$ cat src/rtl/mrde_pkg.sv
// Shared types and constants for the monochrome raster draw engine.
`default_nettype none
package mrde_pkg;

  typedef enum logic [2:0] {
    CMD_POINT  = 3'd0,
    CMD_LINE   = 3'd1,
    CMD_CIRCLE = 3'd2,
    CMD_FILL   = 3'd3,
    CMD_CLEAR  = 3'd4,
    CMD_READ   = 3'd5
  } cmd_e;

  typedef enum logic [1:0] {
    PIX_ERASE  = 2'd0,
    PIX_SET    = 2'd1,
    PIX_TOGGLE = 2'd2,
    PIX_KEEP   = 2'd3
  } pix_e;

  // One classified command as it travels through the queue.
  typedef struct packed {
    logic [2:0] cmd;
    logic [6:0] xa;
    logic [5:0] ya;
    logic [6:0] xb;
    logic [5:0] yb;
    logic [6:0] rad;
    logic [1:0] op;
    logic [2:0] page;
  } mrde_cmd_t;

  localparam int unsigned QueueDepth = 2;

  typedef enum logic [3:0] {
    ST_IDLE,
    ST_LINE,
    ST_CIRC,
    ST_FILL,
    ST_CLEAR,
    ST_READ,
    ST_RMW_RD,
    ST_RMW_WR,
    ST_OUT
  } back_state_e;

endpackage
`default_nettype wire

$ cat src/rtl/mrde_front.sv
// Front end: accepts command words, drops unused and no-change ones and queues the rest.
`default_nettype none
module mrde_front (
  input  wire logic               clk_i,
  input  wire logic               rst_ni,
  input  wire logic               in_valid,
  output logic                    in_ready,
  input  wire mrde_pkg::mrde_cmd_t in_cmd_i,
  output logic                    q_valid_o,
  input  wire logic               q_ready_i,
  output mrde_pkg::mrde_cmd_t     q_cmd_o
);
  import mrde_pkg::*;

  mrde_cmd_t  mem_q [QueueDepth];
  logic       wp_q, rp_q;
  logic [1:0] cnt_q;
  logic       keep, push, pop;

  // Unused command codes and no-change drawing cause no work at all.
  always_comb begin
    unique case (in_cmd_i.cmd) inside
      CMD_CLEAR, CMD_READ: keep = 1'b1;
      CMD_POINT, CMD_LINE, CMD_CIRCLE, CMD_FILL: keep = (in_cmd_i.op != PIX_KEEP);
      default: keep = 1'b0;
    endcase
  end

  assign in_ready  = (cnt_q != 2'd2);
  assign push      = in_valid && in_ready && keep;
  assign q_valid_o = (cnt_q != 2'd0);
  assign pop       = q_valid_o && q_ready_i;
  assign q_cmd_o   = mem_q[rp_q];

  always_ff @(posedge clk_i) begin
    if (push) mem_q[wp_q] <= in_cmd_i;
  end

  always_ff @(posedge clk_i or negedge rst_ni) begin
    if (!rst_ni) begin
      wp_q  <= 1'b0;
      rp_q  <= 1'b0;
      cnt_q <= 2'd0;
    end else begin
      if (push) wp_q <= ~wp_q;
      if (pop) rp_q <= ~rp_q;
      cnt_q <= cnt_q + {1'b0, push} - {1'b0, pop};
    end
  end
endmodule
`default_nettype wire

$ cat config.mk
export PLATFORM = sky130hd
export DESIGN_NAME = mrde_front
export DESIGN_NICKNAME = d
export VERILOG_FILES = /design/src/rtl/mrde_pkg.sv /design/src/rtl/mrde_front.sv
export SDC_FILE = /design/constraint.sdc
export NUM_CORES = 1
export LEC_CHECK = 0
export BUFFER_PORTS_ARGS = -buffer_cell sky130_fd_sc_hd__buf_2
export CORE_MARGIN = 1.5
export CORE_UTILIZATION = 40
export DETAILED_ROUTE_END_ITERATION = 10
export HOLD_SLACK_MARGIN = 0.12
export PLACE_DENSITY_LB_ADDON = 0.05
export SLEW_MARGIN = 20
export SYNTH_ARGS = -nofsm -noshare
export SYNTH_HDL_FRONTEND = slang
export SYNTH_SLANG_ARGS = --single-unit
$ cat constraint.sdc
create_clock -name clk_i -period 2.88 [get_ports clk_i]
set_input_delay 0.576 -clock clk_i [delete_from_list [all_inputs] [get_ports clk_i]]
set_output_delay 0.576 -clock clk_i [all_outputs]
set_load 0.005 [all_outputs]
# Word-level counts from Yosys, hierarchy flattened
# Memory sizes are Yosys's and may differ from the RTL's.
# Cells that the tools add are included.
# W data, S select, Z words.
# word_totals
ramBits	82
ff_bits	4
mem_count	1
wordCells	25
input_bits	45
output_inout_bits	43
# memory_table
name	words	word_bits	rd	rd_ports_with_merged_regs	wr	line_no	text
mem_q	2	41	1	0	1	mrde_front.sv:15	mrde_cmd_t mem_q [QueueDepth];
# classes
n_reduce_logical	7
muxes	3
n_addsub	2
n_eq_ne	7
n_bitwise	2
# op_table
cell	n
$eq A3 B2 Y1 const B	2
$eq A3 B3 Y1 const B	2
$ne A2 B2 Y1 const B	2
$reduce_or A4 Y1	1
$eq A3 B1 Y1 const B	1
$logic_and A1 B1 Y1	3
$logic_not A3 Y1	1
$add A2 B1 Y2	1
$mux W1	2
$not A1 Y1	2
$pmux W1 S2	1
$reduce_bool A2 Y1	1
$reduce_or A2 Y1	1
$sub A2 B1 Y2	1

# Logic depth before layout (Yosys ltp)
# Gate-level depths: netlist (run 1).
# logic_depth
depth_word	6
depth_mapped	7
depth_no_buf	7

# Worst setup path before layout (run 1)
# No wires, ideal clock.
# synth_path
path_type	in2reg
from	input port in_cmd_i[40] (netlist name)
to	memory mem_q[0][0] (netlist name), enable pin
stages	3
setup_ns	0.440
slack_ns	-0.133
arrival_ns	2.573
path_buffers	0
t_required_ns	2.440
cell_sequence	nand2_1 o2111ai_2 nor2_1
# synth_between
elab_chain_cells	6
elab_cells_between_ends	12
cone_classes	eq/ne: 5; mux: 3; reduce/logical: 4
# synth_lines
element	line_no	text
from (decl)	mrde_front.sv:8	input wire mrde_pkg::mrde_cmd_t in_cmd_i,
$eq A3 B1 Y1 (no source line) (tied with other cells)	n/a	
$reduce_or A4 Y1 or $reduce_or A2 Y1 (tied branches)	mrde_front.sv:22	unique case (in_cmd_i.cmd) inside
$pmux W1 S2 *	mrde_front.sv:22	
$logic_and A1 B1 Y1 *	mrde_front.sv:30	assign push = in_valid && in_ready && keep;
$mux W1 *	mrde_front.sv:36	if (push) mem_q[wp_q] <= in_cmd_i;
$mux W1 (implied by the code) *	mrde_front.sv:36	
to (decl)	mrde_front.sv:15	
# Mark *: on every way between the ends. The rest lies on a longest branch, timed or not.

==> results of run 1 <==
-- area by class of cell --
class / count / area share, %
clock inverter: 3 / 0.3363
sequential: 86 / 62.64
inverter: 2 / 0.1834
tap: 105 / 3.210
multi-input combinational: 55 / 18.07
timing repair buffer: 91 / 12.35
clock buffer: 11 / 3.210
-- power groups by stage --
stage	registers, mW	clock network, mW	logic [mW]
final	1.74	0.669	1.13
after global routing	1.77	0.747	1.23
after CTS	1.75	0.696	1.16
after detailed placement	1.78	0	1.15
after global placement	1.76	0	1.14
after floorplan	1.70	0	0.902
-- registers in the layout, summed over array words and instances, names as in the netlist --
| signal | count |
|---|---|
| cnt_q | 2 |
| mem_q | 82 |
| wp_q | 1 |
| rp_q | 1 |
-- cell families (layout without fill, tap and decap cells) --
group,after synthesis,after routing,share of synthesized area [%]
xor+xnor,4,4,1.035
flops,86,86,75.68
simple gates,7,7,1.220
compound gates,1,1,0.4433
mux,41,41,17.96
fa+ha+maj,2,2,0.7390
buf+inv,7,107,2.920
-- layer usage --
metal	up-vias	GRT usage [%]
met1	790	15.42
met5	-	0
li1	763	-
met3	10	3.704
met4	0	7.090
met2	52	21.49
-- worst paths after layout --
| check | endpoint | cells past startpoint |
|---|---|---|
| min | mem_q[1][8]$_DFFE_PP_ | 1 |
| min in group asynchronous | cnt_q[1]$_DFF_PN0_ | 2 |
| max in group asynchronous | rp_q$_DFFE_PN0P_ | 2 |
| min reg2reg | cnt_q[1]$_DFF_PN0_ | 1 |
| max reg2reg | mem_q[1][13]$_DFFE_PP_ | 4 |
| max | q_cmd_o[31] | 3 |
-- cells in the mapped netlist (all sizes together) --
cell     instances
edfxtp          82
mux2            41
buf              5
dfrtp            4
xnor2            3
ha               2
inv              2
nand2            2
nor2             2
and2             1
nand2b           1
o2111ai          1
or2              1
xor2             1
-- timing repair --
| item | CTS | global route |
|---|---|---|
| hold buffers | 1 | 0 |
| buffers inserted | 0 | 0 |
| endpoints found under the hold margin | 4 | 0 |
==> results.py, run 1 <==
metrics = {
    "drt": {
        "ant_nets": 0,
        "viasPerCell": 4.575,
        "dr.pass1.iters": 3,
        "wl_met2_mm": 2.771,
        "dr_wl_met3_um": 332,
        "drc_errors": 0,
        "wl_per_cell_um": 15.55,
        "top_layer": "met4",
        "drt_iter0_drc": 79,
        "m1WireLength_mm": 2.277,
        "wl_mm": 5.490,
        "vias": 1615,
    },
    "global_routing": {
        "antenna_found_initial": 0,
        "grt_max_degree": 28,
        "grt-ovfl-total": 0,
        "grt_pass1_vias": 1719,
        "grt_pass1_wl_mm": 8.369,
        "grt_usage_pct": 13.05,
    },
    "job": {
        "cap_viol_max_count": 0,
    },
    "layout": {
        "antenna_cells": 0,
        "layout_commonest_cell": "buf_2",
        "syn2layout_area_growth_pct": 20.88,
        "fin_cells": 353,
        "finalInstanceArea_um2": 4093,
        "final.fill_count": 708,
        "multiInputGateArea_um2": 739.5,
        "layout_common_cells": "buf_2, edfxtp_1, mux2_4, clkbuf_8",
        "drive_gt1_share_pct": 60.08,
        "regArea_um2": 2564,
        "layout.nets": 292,
        "post-route-util_pct": 49.81,
    },
    "power": {
        "vdd_ir_drop_max_uv": 420.0,
        "finalPower_mw": 3.543,
        "pwr-share-seq_pct": 49.2,
        "p_int_mw": 2.588,
        "power.leakage_nw": 1.633,
        "p_sw_share_pct": 26.96,
        "power_density_nw_per_um2": 865.7,
        "p_clk_share_pct": 18.9,
        "pwr-share-comb_pct": 31.9,
        "p_switching_uw": 955.3,
    },
    "die": {
        "num_io_pins": 88,
        "die-area_um2": 9025,
        "initial_utilization_pct": 41.21,
        "die_h_um": 95,
        "die_x_um": 95,
        "core_area_um2": 8217,
        "rows": 33,
    },
    "placed_design": {
        "gp_congestion": 0.6241,
        "dp_cells": 338,
        "dp_worst_setup_slack_ps": 749.3,
        "port_buffers": 87,
        "place_area_um2": 3938,
        "dpl.hpwl_mm": 3.756,
    },
    "setup_path": {
        "arrival_ps": 1820,
        "ff2ff_setup_slack_ps": 1050,
        "reg2reg_from": "cnt_q[0]$_DFF_PN0_",
        "cpPeakStageDelay_ps": 700,
        "critPathLaunchType": "flop",
        "path_buf_inv": 2,
        "worstPathMaxFanout": 27,
        "cp.required_ps": 2300,
        "end_kind": "output port",
        "crit_path_top_delay_cell": "dfrtp_2",
        "path_class": "flop to output port",
        "crit_family": "flip-flops",
        "startpoint": "rp_q$_DFFE_PN0P_",
        "path_cells": "buf_12 -> mux2_4 -> buf_2",
    },
    "run_status": {
        "status": "complete, no violations",
    },
    "synthesis": {
        "synthesis.nets": 195,
        "synth.top_cell.area_share_pct": 72.73,
        "yosysWarnings": 0,
        "yosysSeqAreaShare_pct": 75.68,
        "syn_area_per_cell_um2": 22.88,
        "synth_area_leaders": "edfxtp_1, mux2_4, dfrtp_1",
        "synth-seq-cells": 86,
        "synth_cell_type_count": 16,
        "synth_area_leader_cell": "edfxtp_1",
        "syn_area_um2": 3386,
        "syn-instance-count": 148,
    },
    "sta": {
        "finalSetupViolCount": 0,
        "final_max_slew_viol_count": 0,
        "timing.hold.ws_ps": 421.8,
        "post-route-min-period_ps": 2401,
        "clock_skew_ps": 8.633,
        "rsz0062_at_grt": "false",
        "fin_crit_sh_pct": 83.36,
        "setup_slack_ps": 479.2,
        "fmax_mhz": 416.5,
        "fin_setup_tns_ps": 0,
        "tightest_slew_ps": 522.5,
        "maxSlewHeadroom_pct": 65.08,
        "finalHoldViolations": 0,
    },
    "cts": {
        "cts_tree": "built",
        "cts_root_buf": "clkbuf_8",
        "h-tree-depth": 3,
        "clockBufferDepth": 2,
        "ctsResizeCount": 0,
        "clk-insertion-delay-late_ps": 340,
        "cts_buffers": 9,
        "path_clk_slew_ps": 80,
        "cts_sinks": 86,
    },
    "worst_hold_path": {
        "hold_class": "input port to flop",
        "hp-start": "in_cmd_i[8]",
    },
}
(Power assumes the default switching activity.)
==> run 2: changes to the inputs <==
Clock period 2.88 ns to 2.5 ns, I/O delays scaled along.
==> results.py, run 2 (synthesis results as in run 1) <==
metrics = {
    "run_status": {
        "status": "complete, no violations",
    },
    "placed_design": {
        "dp_worst_setup_slack_ps": 572.4,
        "place_area_um2": 3928,
        "dp_cells": 340,
        "dpl.hpwl_mm": 3.619,
        "gp_congestion": 0.6311,
        "port_buffers": 87,
    },
    "setup_path": {
        "worstPathMaxFanout": 42,
        "path_class": "flop to output port",
        "path_buf_inv": 2,
        "path_cells": "buf_12 -> mux2_2 -> buf_2",
        "cp.required_ps": 2000,
        "crit_path_top_delay_cell": "dfrtp_2",
        "ff2ff_setup_slack_ps": 790,
        "end_kind": "output port",
        "arrival_ps": 1530,
        "crit_family": "buffers and inverters",
        "cpPeakStageDelay_ps": 380,
        "critPathLaunchType": "flop",
    },
    "layout": {
        "post-route-util_pct": 50.22,
        "fin_cells": 357,
        "finalInstanceArea_um2": 4126,
        "largest_register": "mem_q",
        "layout_commonest_cell": "buf_2",
        "drive_gt1_share_pct": 60.71,
        "final.fill_count": 717,
        "layout_common_cells": "buf_2, edfxtp_1, mux2_4, clkbuf_8, buf_4",
        "largest_reg_flops": 82,
        "antenna_cells": 0,
        "syn2layout_area_growth_pct": 21.88,
        "top_regs": "mem_q (82), cnt_q (2)",
        "layout.nets": 294,
    },
    "die": {
        "rows": 33,
        "num_io_pins": 88,
        "initial_utilization_pct": 41.21,
        "die_x_um": 95,
        "die_h_um": 95,
        "die-area_um2": 9025,
        "core_area_um2": 8217,
    },
    "cts": {
        "path_clk_slew_ps": 80,
        "h-tree-depth": 3,
        "cts_sinks": 86,
        "cts_buffers": 9,
        "clk-insertion-delay-late_ps": 340,
        "cts_tree": "built",
        "clockBufferDepth": 2,
        "cts_root_buf": "clkbuf_8",
        "cts_setup_buffers": 0,
    },
    "power": {
        "finalPower_mw": 4.216,
        "vdd_ir_drop_max_uv": 421.4,
        "power_density_nw_per_um2": 1022,
        "power.leakage_nw": 1.649,
    },
    "sta": {
        "tightest_slew_ps": 410.5,
        "setup_slack_ps": 469.6,
        "maxSlewHeadroom_pct": 72.63,
        "finalHoldViolations": 0,
        "post-route-min-period_ps": 2030,
        "fin_setup_tns_ps": 0,
        "final_max_slew_viol_count": 0,
        "timing.hold.ws_ps": 340.3,
        "finalSetupViolCount": 0,
        "fin_crit_sh_pct": 81.22,
        "clock_skew_ps": 6.578,
        "fmax_mhz": 492.5,
        "rsz0062_at_grt": "false",
    },
    "drt": {
        "wl_per_cell_um": 14.97,
        "viasPerCell": 4.585,
        "dr.pass1.iters": 3,
        "vias": 1637,
        "wl_mm": 5.343,
        "drc_errors": 0,
        "drt_iter0_drc": 82,
        "ant_nets": 0,
    },
    "job": {
        "cap_viol_max_count": 0,
    },
    "worst_hold_path": {
        "hold_class": "input port to flop",
    },
    "global_routing": {
        "grt_pass1_wl_mm": 8.245,
        "grt_max_degree": 43,
        "grt_usage_pct": 12.64,
        "grt-ovfl-total": 0,
        "grt_pass1_vias": 1697,
        "antenna_found_initial": 0,
    },
}
==> run 2: cell count changes in the layout (fill, tap and decap cells not counted) <==
cell | before | now
buf_4 | 0 | 4
buf_12 | 3 | 1
clkbuf_1 | 2 | 0
clkinv_1 | 1 | 3
clkinv_2 | 2 | 0
clkinvlp_4 | 0 | 2
bufinv_16 | 0 | 1
clkinv_4 | 0 | 1
==> run 2: worst reg2reg max path, delay by kind of cell (launching register included) <==
| family | cells | cell delay, ps |
|---|---|---|
| XOR/XNOR | 2 | 290 |
| adder cells (fa/ha/maj) | 2 | 550 |
| flip-flops | 1 | 380 |
| buffers and inverters | 1 | 40 |
| AND/OR/NAND/NOR | 1 | 150 |
| AO/OA/AOI/OAI | 1 | 240 |
==> run 2: final cells by class <==
type / count / area, um^2 / area share, %
sequential: 86 / 2564 / 62.13
multi-input combinational: 55 / 739.5 / 17.92
timing repair buffer: 93 / 495.5 / 12.01
tap: 105 / 131.4 / 3.184
clock buffer: 9 / 123.9 / 3.002
clock inverter: 7 / 65.06 / 1.577
inverter: 2 / 7.507 / 0.1819
==> run 2: report_power, final <==
part	switching, mW	leakage [nW]	internal (mW)
clock network	0.465	0.0880	0.453
registers	0.0799	0.799	1.86
logic	0.589	0.763	0.766
==> run 2: repair_timing <==
item / in CTS / in global routing
hold endpoints to repair: 4 / 0
resized for setup: 0 / 0
hold buffers: 1 / 0
endpoints found under the setup margin: 0 / 0
==> run 2: final timing paths <==
kind,cells past startpoint,endpoint,start
worst min-delay path,1,mem_q[1][5]$_DFFE_PP_,in_cmd_i[5]
min in group asynchronous,2,wp_q$_DFFE_PN0P_,rst_ni
worst max register to register,7,cnt_q[1]$_DFF_PN0_,cnt_q[0]$_DFF_PN0_
worst min register to register,1,cnt_q[1]$_DFF_PN0_,cnt_q[1]$_DFF_PN0_
max in group asynchronous,2,rp_q$_DFFE_PN0P_,rst_ni
worst max-delay path,3,q_cmd_o[28],rp_q$_DFFE_PN0P_
==> run 2: per-layer routing <==
layer	track usage, %	part of all wire, %
met1	15.09	42
met2	20.48	50
met3	3.382	5.7
met4	7.463	2.0
met5	0	0
==> run 3: changes to the inputs <==
Clock period 2.5 ns to 1.81 ns, I/O delays scaled along.
==> results.py, run 3 (synthesis results as in run 1) <==
metrics = {
    "run_status": {
        "status": "complete, but fails checks",
        "violations": "negative setup slack",
    },
    "placed_design": {
        "dp_cells": 342,
        "port_buffers": 87,
        "gp_congestion": 0.6195,
        "dpl.hpwl_mm": 3.679,
    },
    "drt": {
        "wl_met2_mm": 2.888,
        "drc_errors": 0,
        "m1WireLength_mm": 2.210,
        "ant_nets": 0,
        "wl_mm": 5.531,
        "viasPerCell": 4.587,
        "top_layer": "met4",
        "wl_per_cell_um": 15.32,
        "drt_iter0_drc": 79,
        "vias": 1656,
        "dr_wl_met3_um": 325,
        "dr.pass1.iters": 3,
    },
    "global_routing": {
        "grt_pass1_vias": 1720,
        "grt_usage_pct": 12.68,
        "antenna_found_initial": 0,
        "grt_pass1_wl_mm": 8.121,
        "grt_max_degree": 30,
        "grt-ovfl-total": 0,
    },
    "setup_path": {
        "path_class": "flop to output port",
        "worstPathMaxFanout": 14,
        "critPathLaunchType": "flop",
        "path_cells": "clkbuf_16 -> mux2_4 -> buf_6",
        "crit_path_top_delay_cell": "dfrtp_2",
        "end_kind": "output port",
        "cp.required_ps": 1450,
        "arrival_ps": 1460,
        "path_buf_inv": 2,
        "cpPeakStageDelay_ps": 470,
        "crit_family": "flip-flops",
    },
    "layout": {
        "layout_commonest_cell": "edfxtp_1",
        "layout.nets": 298,
        "syn2layout_area_growth_pct": 33.19,
        "largest_register": "mem_q",
        "multiInputGateArea_um2": 754.5,
        "final.fill_count": 658,
        "layout_common_cells": "edfxtp_1, buf_2, mux2_4, buf_6, clkbuf_8",
        "drive_gt1_share_pct": 62.50,
        "regArea_um2": 2564,
        "largest_reg_flops": 82,
        "fin_cells": 361,
        "top_regs": "mem_q (82), cnt_q (2)",
        "antenna_cells": 0,
    },
    "die": {
        "rows": 33,
        "num_io_pins": 88,
        "die_h_um": 95,
        "die_x_um": 95,
        "initial_utilization_pct": 41.21,
        "die-area_um2": 9025,
        "core_area_um2": 8217,
    },
    "sta": {
        "finalHoldViolations": 0,
        "rsz0062_at_grt": "true",
        "fmax_mhz": 550.0,
        "maxSlewHeadroom_pct": 86.66,
        "fin_crit_sh_pct": 100.4,
        "finalSetupViolCount": 10,
        "clock_skew_ps": 6.050,
        "final_max_slew_viol_count": 0,
        "setup_slack_ps": -8.104,
        "tightest_slew_ps": 200.1,
        "post-route-min-period_ps": 1818,
    },
    "power": {
        "power_density_nw_per_um2": 1457,
        "power.leakage_nw": 1.800,
        "vdd_ir_drop_max_uv": 781.0,
        "finalPower_mw": 6.571,
    },
    "cts": {
        "cts_sinks": 86,
        "cts_tree": "built",
        "cts_root_buf": "clkbuf_8",
        "cts_buffers": 9,
        "path_clk_slew_ps": 90,
        "clk-insertion-delay-late_ps": 350,
        "h-tree-depth": 3,
        "clockBufferDepth": 2,
    },
    "job": {
        "cap_viol_max_count": 0,
    },
    "worst_hold_path": {
        "hold_class": "input port to flop",
    },
}
==> run 3: cell types whose count changed in the layout (fill, tap and decap cells not counted), sizes merged <==
cell,before,now
buf,92,95
clkbuf,9,10
clkinv,4,3
clkinvlp,2,1
inv,2,4
==> run 3: worst register-to-register path, cell delays in order (launching register included) <==
cell and delay [ps]:
dfrtp_1 420, or2_4 240, and2_4 160, ha_1 280, inv_1 40, ha_1 190, xnor2_2 140, xnor2_1 130
==> run 3: metal layers <==
layer | GRT usage [%] | up-vias
li1 | - | 782
met1 | 14.97 | 812
met2 | 20.71 | 53
met3 | 3.704 | 9
met4 | 7.090 | 0
met5 | 0 | -
==> run 3: area by class of cell <==
class                           instances  area share, %
Tap cell                              105          2.913
Inverter                                2         0.1665
Multi-Input combinational cell         55          16.73
Timing Repair Buffer                   97          18.98
Sequential cell                        86          56.85
Clock buffer                            9          2.747
Clock inverter                          7          1.609
==> run 3: path summary, 6_finish.rpt <==
check                      slack, ps                from  depth (start not counted)                     end
setup / recovery                  -8    rp_q$_DFFE_PN0P_                          3             q_cmd_o[24]
hold / removal                   200        in_cmd_i[30]                          1  mem_q[1][30]$_DFFE_PP_
setup reg to reg                 100  cnt_q[1]$_DFF_PN0_                          7      cnt_q[1]$_DFF_PN0_
hold reg to reg                  530  cnt_q[1]$_DFF_PN0_                          1      cnt_q[1]$_DFF_PN0_
max in group asynchronous       1340              rst_ni                          2        rp_q$_DFFE_PN0P_
min in group asynchronous        340              rst_ni                          2        wp_q$_DFFE_PN0P_
==> run 3: stage by stage <==
step	cell area (um^2)	setup TNS [ps]	setup WS, ps	utilization, %	hold WS, ps
floorplan	3391	-31330	-382.1	-	66.41
global placement	3993	0	179.4	48.59	174.3
detailed placement	3993	0	82.44	48.59	173.3
CTS	4347	-748.2	-34.58	52.90	181.3
global route	4509	-1709	-61.90	54.88	180.0
finish	4509	-37.29	-8.104	54.88	197.1
==> run 3: timing repair <==
item,in CTS,in global routing
hold endpoints to repair,4,0
cloned,0,1
resized for setup,24,22
pin swaps,0,0
hold buffers,1,0
setup buffers,0,1
endpoints found under the setup margin,41,42
==> run 3: report_power, final <==
part	internal, mW	switching [mW]
Combinational	1.62	0.936
Sequential	2.57	0.127
Clock	0.642	0.670
Total	4.84	1.73
